## config.mk

```make
export PLATFORM = sky130hd
export DESIGN_NAME = slew_limited_moving_average
export DESIGN_NICKNAME = d
export VERILOG_FILES = /design/src/rtl/slma_pkg.sv /design/src/rtl/slew_limited_moving_average.sv /design/src/rtl/slma_ram.sv /design/src/rtl/slma_div.sv /design/src/rtl/slma_ctrl.sv /design/src/rtl/slma_dp.sv
export SDC_FILE = /design/constraint.sdc
export NUM_CORES = 1
export LEC_CHECK = 0
export ABC_CLOCK_PERIOD_IN_PS = 8500
export BUFFER_PORTS_ARGS = -buffer_cell sky130_fd_sc_hd__buf_2
export CAP_MARGIN = 10
export CORE_MARGIN = 8
export CORE_UTILIZATION = 60
export CTS_BUF_LIST = sky130_fd_sc_hd__clkbuf_4 sky130_fd_sc_hd__clkbuf_8
export DETAILED_ROUTE_END_ITERATION = 12
export GPL_TIMING_DRIVEN = 0
export PLACE_DENSITY = 0.85
export SYNTH_ARGS = -nofsm -noshare
export SYNTH_HDL_FRONTEND = slang
export SYNTH_SLANG_ARGS = --single-unit
```

## constraint.sdc

```tcl
create_clock -name clock -period 8.5 [get_ports clock]
set_input_delay 0.425 -clock clock [delete_from_list [all_inputs] [get_ports clock]]
set_output_delay 0.425 -clock clock [all_outputs]
set_load 0.02 [all_outputs]
```

## src/rtl/slma_pkg.sv

```systemverilog
// Shared types, sizes and the reciprocal table for the slew-limited moving average.
// No dependencies; every other file of the block but slma_ram imports this package.
package slma_pkg;

   localparam int WINDOW      = 8;
   localparam int DATA_W      = 16;
   localparam int SUM_W       = DATA_W + $clog2(WINDOW);
   localparam int CNT_W       = $clog2(WINDOW + 1);
   localparam int SLOT_W      = $clog2(WINDOW);
   localparam int RECIP_SHIFT = SUM_W + CNT_W;
   localparam int RECIP_W     = RECIP_SHIFT + 1;
   localparam int PROD_W      = SUM_W + RECIP_W;
   localparam int NUM_W       = RECIP_W + 1;
   localparam int REM_W       = CNT_W + 1;

   localparam logic [CNT_W-1:0]  WINDOW_CNT     = CNT_W'(WINDOW);
   localparam logic [SLOT_W-1:0] LAST_SLOT      = SLOT_W'(WINDOW - 1);
   localparam logic [DATA_W-1:0] MAX_STEP_RESET = {DATA_W{1'b1}};

   // Sequencing commands from the controller to the datapath.
   typedef struct packed {
      logic accept;
      logic limit_en;
      logic update_en;
      logic mult_en;
      logic load;
   } slma_cmd_type;

   typedef logic [WINDOW:0][RECIP_W-1:0] recip_table_type;

   // Entry d holds ceil(2^RECIP_SHIFT / d). With RECIP_SHIFT = SUM_W + CNT_W the
   // error term stays below one, so the shifted product equals floor(sum / d).
   // Evaluated only at elaboration.
   function automatic recip_table_type build_recip_table();
      recip_table_type   tbl;
      logic [NUM_W-1:0]  num;
      logic [NUM_W-1:0]  quo;
      logic [REM_W-1:0]  rem;
      tbl = '0;
      for (int d = 1; d <= WINDOW; d++) begin
         num = NUM_W'(1) << RECIP_SHIFT;
         num = num + NUM_W'(d - 1);
         rem = '0;
         quo = '0;
         for (int i = NUM_W - 1; i >= 0; i--) begin
            rem = {rem[REM_W-2:0], num[i]};
            if (rem >= REM_W'(d)) begin
               rem    = rem - REM_W'(d);
               quo[i] = 1'b1;
            end
         end
         tbl[d] = quo[RECIP_W-1:0];
      end
      return tbl;
   endfunction

   localparam recip_table_type RECIP_TABLE = build_recip_table();

endpackage

```

## src/rtl/slew_limited_moving_average.sv

```systemverilog
// Slew-limited moving average over a ring of WINDOW samples. Each accepted sample
// passes in order through the step limiter, the update of the ring and running sum
// (the ring RAM read of the oldest entry takes the cycle before), the reciprocal
// multiply that divides by the fill count, and the load of the output register. The
// next sample is taken at the edge that loads the result, so only one sample is in
// the datapath at a time; a held result stalls the input once the following one is
// ready. The ring needs no clearing after reset, and max_step resets to its full range.
module slew_limited_moving_average (
   input  logic                         clock,
   input  logic                         reset,
   input  logic                         req_valid,
   output logic                         req_stall,
   input  logic [slma_pkg::DATA_W-1:0]  req_sample,
   output logic                         rsp_valid,
   input  logic                         rsp_stall,
   output logic [slma_pkg::DATA_W-1:0]  rsp_filtered_value,
   input  logic                         csr_write_enable,
   input  logic [slma_pkg::DATA_W-1:0]  csr_write_data
);
   import slma_pkg::*;

   slma_cmd_type cmd;

   slma_ctrl u_ctrl (
      .clock     (clock),
      .reset     (reset),
      .req_valid (req_valid),
      .req_stall (req_stall),
      .rsp_valid (rsp_valid),
      .rsp_stall (rsp_stall),
      .cmd       (cmd)
   );

   slma_dp u_dp (
      .clock              (clock),
      .reset              (reset),
      .cmd                (cmd),
      .csr_write_enable   (csr_write_enable),
      .csr_write_data     (csr_write_data),
      .req_sample         (req_sample),
      .rsp_filtered_value (rsp_filtered_value)
   );

`ifndef SYNTH
   // An accepted transaction walks through limit, update and multiply in order.
   a_sequence: assert property (@(posedge clock) disable iff (reset)
      cmd.accept |=> cmd.limit_en ##1 cmd.update_en ##1 cmd.mult_en)
      else $error("processing sequence broken after accept");

   // A result is never loaded over one that is still held by a stalled receiver.
   a_no_overwrite: assert property (@(posedge clock) disable iff (reset)
      cmd.load |-> !(rsp_valid && rsp_stall))
      else $error("result loaded over a pending result");

   // Inputs are not taken while an earlier transaction is still in the datapath.
   a_one_in_flight: assert property (@(posedge clock) disable iff (reset)
      cmd.accept |=> req_stall)
      else $error("input accepted while busy");
`endif

endmodule

```

## src/rtl/slma_ram.sv

```systemverilog
// Generic simple dual-port RAM: one write port, one read port with registered data.
// No dependencies.
module slma_ram #(
   parameter int WIDTH = 16,
   parameter int DEPTH = 8
) (
   input  logic                     clock,
   input  logic                     write_enable,
   input  logic [$clog2(DEPTH)-1:0] write_addr,
   input  logic [WIDTH-1:0]         write_data,
   input  logic                     read_enable,
   input  logic [$clog2(DEPTH)-1:0] read_addr,
   output logic [WIDTH-1:0]         read_data
);

   logic [WIDTH-1:0] mem_ff [DEPTH];
   logic [WIDTH-1:0] read_data_ff;

   always_ff @(posedge clock) begin
      if (write_enable) begin
         mem_ff[write_addr] <= write_data;
      end
      if (read_enable) begin
         read_data_ff <= mem_ff[read_addr];
      end
   end

   assign read_data = read_data_ff;

endmodule

```

## src/rtl/slma_div.sv

```systemverilog
// Divides the running sum by the fill count through a reciprocal multiply.
// Depends on slma_pkg for sizes and the reciprocal table.
module slma_div (
   input  logic                         clock,
   input  logic                         start,
   input  logic [slma_pkg::SUM_W-1:0]   dividend,
   input  logic [slma_pkg::CNT_W-1:0]   divisor,
   output logic [slma_pkg::DATA_W-1:0]  quotient
);
   import slma_pkg::*;

   logic [PROD_W-1:0] product_ff;
   logic [PROD_W-1:0] product_in;

   assign product_in = PROD_W'(dividend) * PROD_W'(RECIP_TABLE[divisor]);

   always_ff @(posedge clock) begin
      if (start) begin
         product_ff <= product_in;
      end
   end

   assign quotient = product_ff[RECIP_SHIFT +: DATA_W];

endmodule

```

## src/rtl/slma_ctrl.sv

```systemverilog
// Sequencing state machine and output valid for the slew-limited moving average.
// Depends on slma_pkg for the command struct.
module slma_ctrl (
   input  logic                  clock,
   input  logic                  reset,
   input  logic                  req_valid,
   output logic                  req_stall,
   output logic                  rsp_valid,
   input  logic                  rsp_stall,
   output slma_pkg::slma_cmd_type cmd
);
   import slma_pkg::*;

   typedef enum logic [2:0] {
      IDLE,
      LIMIT,
      UPDATE,
      MULT,
      DONE
   } state_type;

   state_type state_ff;
   logic      rsp_valid_ff;
   logic      out_free;
   logic      accept;

   assign out_free  = !rsp_valid_ff || !rsp_stall;
   // A new transaction can be taken in the same cycle the previous result is loaded.
   assign req_stall = !((state_ff == IDLE) || ((state_ff == DONE) && out_free));
   assign accept    = req_valid && !req_stall;

   always_comb begin
      cmd.accept    = accept;
      cmd.limit_en  = (state_ff == LIMIT);
      cmd.update_en = (state_ff == UPDATE);
      cmd.mult_en   = (state_ff == MULT);
      cmd.load      = (state_ff == DONE) && out_free;
   end

   always_ff @(posedge clock) begin
      if (reset) begin
         state_ff     <= IDLE;
         rsp_valid_ff <= 1'b0;
      end else begin
         if ((state_ff == DONE) && out_free) begin
            rsp_valid_ff <= 1'b1;
         end else if (rsp_valid_ff && !rsp_stall) begin
            rsp_valid_ff <= 1'b0;
         end
         case (state_ff)
            IDLE: begin
               if (accept) begin
                  state_ff <= LIMIT;
               end
            end
            LIMIT:  state_ff <= UPDATE;
            UPDATE: state_ff <= MULT;
            MULT:   state_ff <= DONE;
            DONE: begin
               if (out_free) begin
                  state_ff <= accept ? LIMIT : IDLE;
               end
            end
            default: state_ff <= IDLE;
         endcase
      end
   end

   assign rsp_valid = rsp_valid_ff;

endmodule

```

## src/rtl/slma_dp.sv

```systemverilog
// Datapath: step limiter, sample ring with running sum, divider and output register.
// Depends on slma_pkg, slma_ram and slma_div.
module slma_dp (
   input  logic                         clock,
   input  logic                         reset,
   input  slma_pkg::slma_cmd_type       cmd,
   input  logic                         csr_write_enable,
   input  logic [slma_pkg::DATA_W-1:0]  csr_write_data,
   input  logic [slma_pkg::DATA_W-1:0]  req_sample,
   output logic [slma_pkg::DATA_W-1:0]  rsp_filtered_value
);
   import slma_pkg::*;

   logic [DATA_W-1:0] max_step_ff;
   logic [DATA_W-1:0] sample_ff;
   logic [DATA_W-1:0] last_output_ff;
   logic [DATA_W-1:0] limited_ff;
   logic [DATA_W-1:0] limited_in;
   logic [SUM_W-1:0]  sum_ff;
   logic [SUM_W-1:0]  sum_in;
   logic [CNT_W-1:0]  fill_ff;
   logic [SLOT_W-1:0] slot_ff;
   logic [DATA_W-1:0] rsp_value_ff;

   logic [DATA_W-1:0] old_entry;
   logic [DATA_W-1:0] removed;
   logic [DATA_W-1:0] quotient;
   logic [DATA_W-1:0] diff;
   logic [DATA_W-1:0] step_up;
   logic [DATA_W-1:0] step_down;
   logic              rising;
   logic              clamp;
   logic              full;

   // The clamped values lie between the previous output (reached when max_step is zero)
   // and the sample, short of the sample, so they never wrap where they are selected.
   always_comb begin
      rising     = sample_ff > last_output_ff;
      diff       = rising ? (sample_ff - last_output_ff) : (last_output_ff - sample_ff);
      clamp      = diff > max_step_ff;
      step_up    = last_output_ff + max_step_ff;
      step_down  = last_output_ff - max_step_ff;
      if ((last_output_ff == '0) || !clamp) begin
         limited_in = sample_ff;
      end else begin
         limited_in = rising ? step_up : step_down;
      end
   end

   // Once the ring is full the oldest entry leaves the sum as the new one enters.
   assign full    = (fill_ff == WINDOW_CNT);
   assign removed = full ? old_entry : '0;
   assign sum_in  = sum_ff - SUM_W'(removed) + SUM_W'(limited_ff);

   slma_ram #(
      .WIDTH (DATA_W),
      .DEPTH (WINDOW)
   ) u_ring (
      .clock        (clock),
      .write_enable (cmd.update_en),
      .write_addr   (slot_ff),
      .write_data   (limited_ff),
      .read_enable  (cmd.limit_en),
      .read_addr    (slot_ff),
      .read_data    (old_entry)
   );

   slma_div u_div (
      .clock    (clock),
      .start    (cmd.mult_en),
      .dividend (sum_ff),
      .divisor  (fill_ff),
      .quotient (quotient)
   );

   always_ff @(posedge clock) begin
      if (reset) begin
         max_step_ff    <= MAX_STEP_RESET;
         last_output_ff <= '0;
         sum_ff         <= '0;
         fill_ff        <= '0;
         slot_ff        <= '0;
      end else begin
         if (csr_write_enable) begin
            max_step_ff <= csr_write_data;
         end
         if (cmd.update_en) begin
            sum_ff  <= sum_in;
            slot_ff <= (slot_ff == LAST_SLOT) ? '0 : slot_ff + 1'b1;
            if (!full) begin
               fill_ff <= fill_ff + 1'b1;
            end
         end
         if (cmd.load) begin
            last_output_ff <= quotient;
         end
      end
   end

   always_ff @(posedge clock) begin
      if (cmd.accept) begin
         sample_ff <= req_sample;
      end
      if (cmd.limit_en) begin
         limited_ff <= limited_in;
      end
      if (cmd.load) begin
         rsp_value_ff <= quotient;
      end
   end

   assign rsp_filtered_value = rsp_value_ff;

endmodule

```

==> metrics.txt <==
Worst-path clk slew=0.07 ns; Power Density=122 nW/um2; flops & latches, synth=283; vias in the first global route=20,572; I/O Buffers=53; met1 Use GR=35.2%; placed cell count=3,255; routability cong.=1.06; clock skew=0.0356 ns; Root Driver=clkbuf_8; routing usage on met3=5.79%; Unique masters post-synth=72; part of the cycle the worst path needs=97.0%; grt total ovfl=0; initial antenna violation count=2; Slew headroom=27.0%; starting density of the core=60.9%; synth-to-layout area growth=7.43%; largest net degree at the start of global routing=26; I/O Pins=55; post-layout minimum cycle time=8.24 ns; Req. time, crit path=8.83 ns; hold_sp=req_sample[5]; final worst slack=0.258 ns; Main synth FF type=edfxtp_1; Final Hold Violating Endpoints=0; reg2reg end=u_dp.u_div.product_ff[31]; max-slew violations=0; share of the synthesized area in the top cell type=27.0%; Total GRT Usage=29.4%; CP Capture Type=flip-flop; post-synthesis sequential area ratio=29.5%; Peak Freq=121 MHz; diode count=0; setup repair bufs after CTS=0; ratio of cells with drive above 1 in the final layout=6.30%; CTS Buffer Depth=3; chip height=225 um; Post-layout nets=3,306; clk_lat worst skew=0.58 ns; synthesized net count=3,204; GR peak layer=met2; Ys Warns=0; DRC=0; Crit Path Max Fanout=10; final-report setup violation count=0; WL final=73,200 um; Iter 0 DRT Violations=1,613; H-Tree Depth=2; Cell Area, Synth=26,300 um2; Hold Path Class=input port to flip-flop; Placement Rows=76; EDFF count, synth=208; antenna-violating nets left=0; leakage=0.0133 uW; CTS Sinks=283; launching element type of the critical path=flip-flop; die span in x=225 um; WP data arrival=8.58 ns; CTS tree=yes; Avg Cell Area, Syn=10.1 um2; ys async rst share=0%; global-route wire length before repair=114,000 um; RSZ-0062 raised after global routing=no; DP HPWL=59,600 um; via/cell ratio=5.75; reg2reg path depth=24; met2 global-route usage=50.3%; Area contributors post-synth=fa_1, edfxtp_1, ha_1, inv_1, dfxtp_1; Max VDD drop=0.158 mV; drt pass-1 iters=5; Core Region=43,200 um2; hold path cells=1; R2R setup slack=0.26 ns; cts bufs inserted=39; Vias=19,154; max-cap viol count=0; Finished Layout Cells=3,330; final instance area=28,300 um2; Hold Path End=u_dp.sample_ff[5]; Die Area=50,800 um2; wire per inst=22.0 um; Placed Instance Area=27,400 um2; Gate Count Post-Synth=2,613; dpl ws=-0.0147 ns; Yosys top cell by area=fa_1; status=finished, final reports clean; Crit Path Category=flip-flop to flip-flop; Worst Tran Pin Value=1.09 ns
## registers in the layout, summed over array words and instances, names as in the netlist, named ones only
signal and count:
u_ctrl.rsp_valid 1, u_dp.u_ring.read_data 16, u_dp.u_div.product_ff 16, u_dp.last_output_ff 16, u_dp.fill_ff 4, u_dp.slot_ff 3
u_ctrl.state_ff 3, u_dp.sample_ff 16, u_dp.u_ring.mem_ff 128, u_dp.sum_ff 19, u_dp.rsp_filtered_value 16, u_dp.max_step_ff 16
u_dp.limited_ff 16
## cell usage in the layout, fill, tap and decap left out, drive strengths merged, types with 4 or more instances in the layout
master and n:
nand4 29, o21a 13, nor3 25, mux2i 20
o21ai 37, clkinv 8, a2111oi 8, o21bai 10
o31ai 4, xor2 29, or3 6, nor4 8
fa 355, a211oi 11, inv 625, a22oi 64
nor2b 14, edfxtp 208, and2 107, xnor2 58
a21oi 94, nor2 62, a221oi 6, a21o 35
nand2 289, mux2 10, and3 9, ha 199
o211ai 20, nand3 16, dfxtp 75, nand2b 10
clkbuf 138, buf 74, a31oi 15, or2 8
nor3b 7
## power breakdown
part	internal [uW]	switching, uW
Sequential	1540	63.6
Clock	612	522
Combinational	259	444
## per-stage QoR
step	hold slack, ns	setup TNS (ns)	util (%)	power, uW
floorplan	0.426	0	-	2090
global placement	0.435	0	63.2	2290
detailed placement	0.438	-0.0147	63.4	2320
CTS	0.00363	0	65.4	3440
global route	0.00777	0	65.5	3570
finish	0.0236	0	65.5	3440
## cells in the mapped netlist, drive strengths merged (11+ instances only)
master  count
a22oi      64
and2      107
edfxtp    208
xor2       29
o211ai     20
a211oi     11
dfxtp      75
nand3      16
o21a       13
a31oi      15
nand4      29
inv       622
nor2       62
ha        199
clkbuf     82
buf        14
nor3       25
fa        355
mux2i      20
o21ai      37
a21o       35
nor2b      14
a21oi      94
nand2     289
xnor2      58
## worst max path at each step
stage / start / end / slack, ns / cells after the start
2_1_floorplan: flip-flop / u_dp.u_div.product_ff[31] / 2.12 / 24
3_3_place_gp: flip-flop / u_dp.u_div.product_ff[31] / 0.07 / 24
3_5_place_dp: flip-flop / u_dp.u_div.product_ff[31] / -0.01 / 24
4_1_cts: flip-flop / u_dp.u_div.product_ff[31] / 0.07 / 22
5_1_grt: flip-flop / u_dp.u_div.product_ff[31] / 0.06 / 24
6_report: flip-flop / u_dp.u_div.product_ff[31] / 0.26 / 24
## routing by layer
layer	up-vias	share of wire [%]
met5	-	0.033
met4	4	6.0
met3	254	8.5
met2	964	48
met1	9409	37
li1	8523	-
## worst max-delay path, cell delays in order (launching register included)
cell      delay, ns
dfxtp_1        0.43
clkbuf_1       0.53
clkbuf_1       0.53
nand2_1        0.20
fa_1           0.61
inv_1          0.08
fa_1           0.50
inv_1          0.05
fa_1           0.54
inv_1          0.07
fa_1           0.49
fa_1           0.55
inv_1          0.06
fa_1           0.48
inv_1          0.04
ha_1           0.31
nor3_1         0.32
nor3_2         0.18
a221oi_2       0.55
o21ai_1        0.19
a31oi_2        0.34
a21boi_1       0.20
o22a_1         0.27
a21o_1         0.20
xor2_1         0.28
## final cells by class
cell class | instances | area [um2]
Multi-Input combinational cell | 1612 | 15900
Clock buffer | 56 | 677
Sequential cell | 283 | 7750
Clock inverter | 15 | 161
Timing Repair Buffer | 61 | 349
Fill cell | 3422 | 14900
Inverter | 622 | 2330
Tap cell | 585 | 732
Buffer | 96 | 387
## cell families after synthesis
logic type / share of synthesized area, %
buffers and inverters: 10.3
AND/OR/NAND/NOR: 10.8
adder cells (fa/ha/maj): 36.5
AO/OA/AOI/OAI: 8.79
flip-flops: 29.5
XOR/XNOR: 2.90
multiplexers: 1.19
## timing repair
action	CTS	global route
setup endpoints to repair	2	7
hold buffers	1	0
gates resized for setup	1	4
endpoints found under the hold margin	1	0
Note: power is estimated with default switching activity, not from simulation.
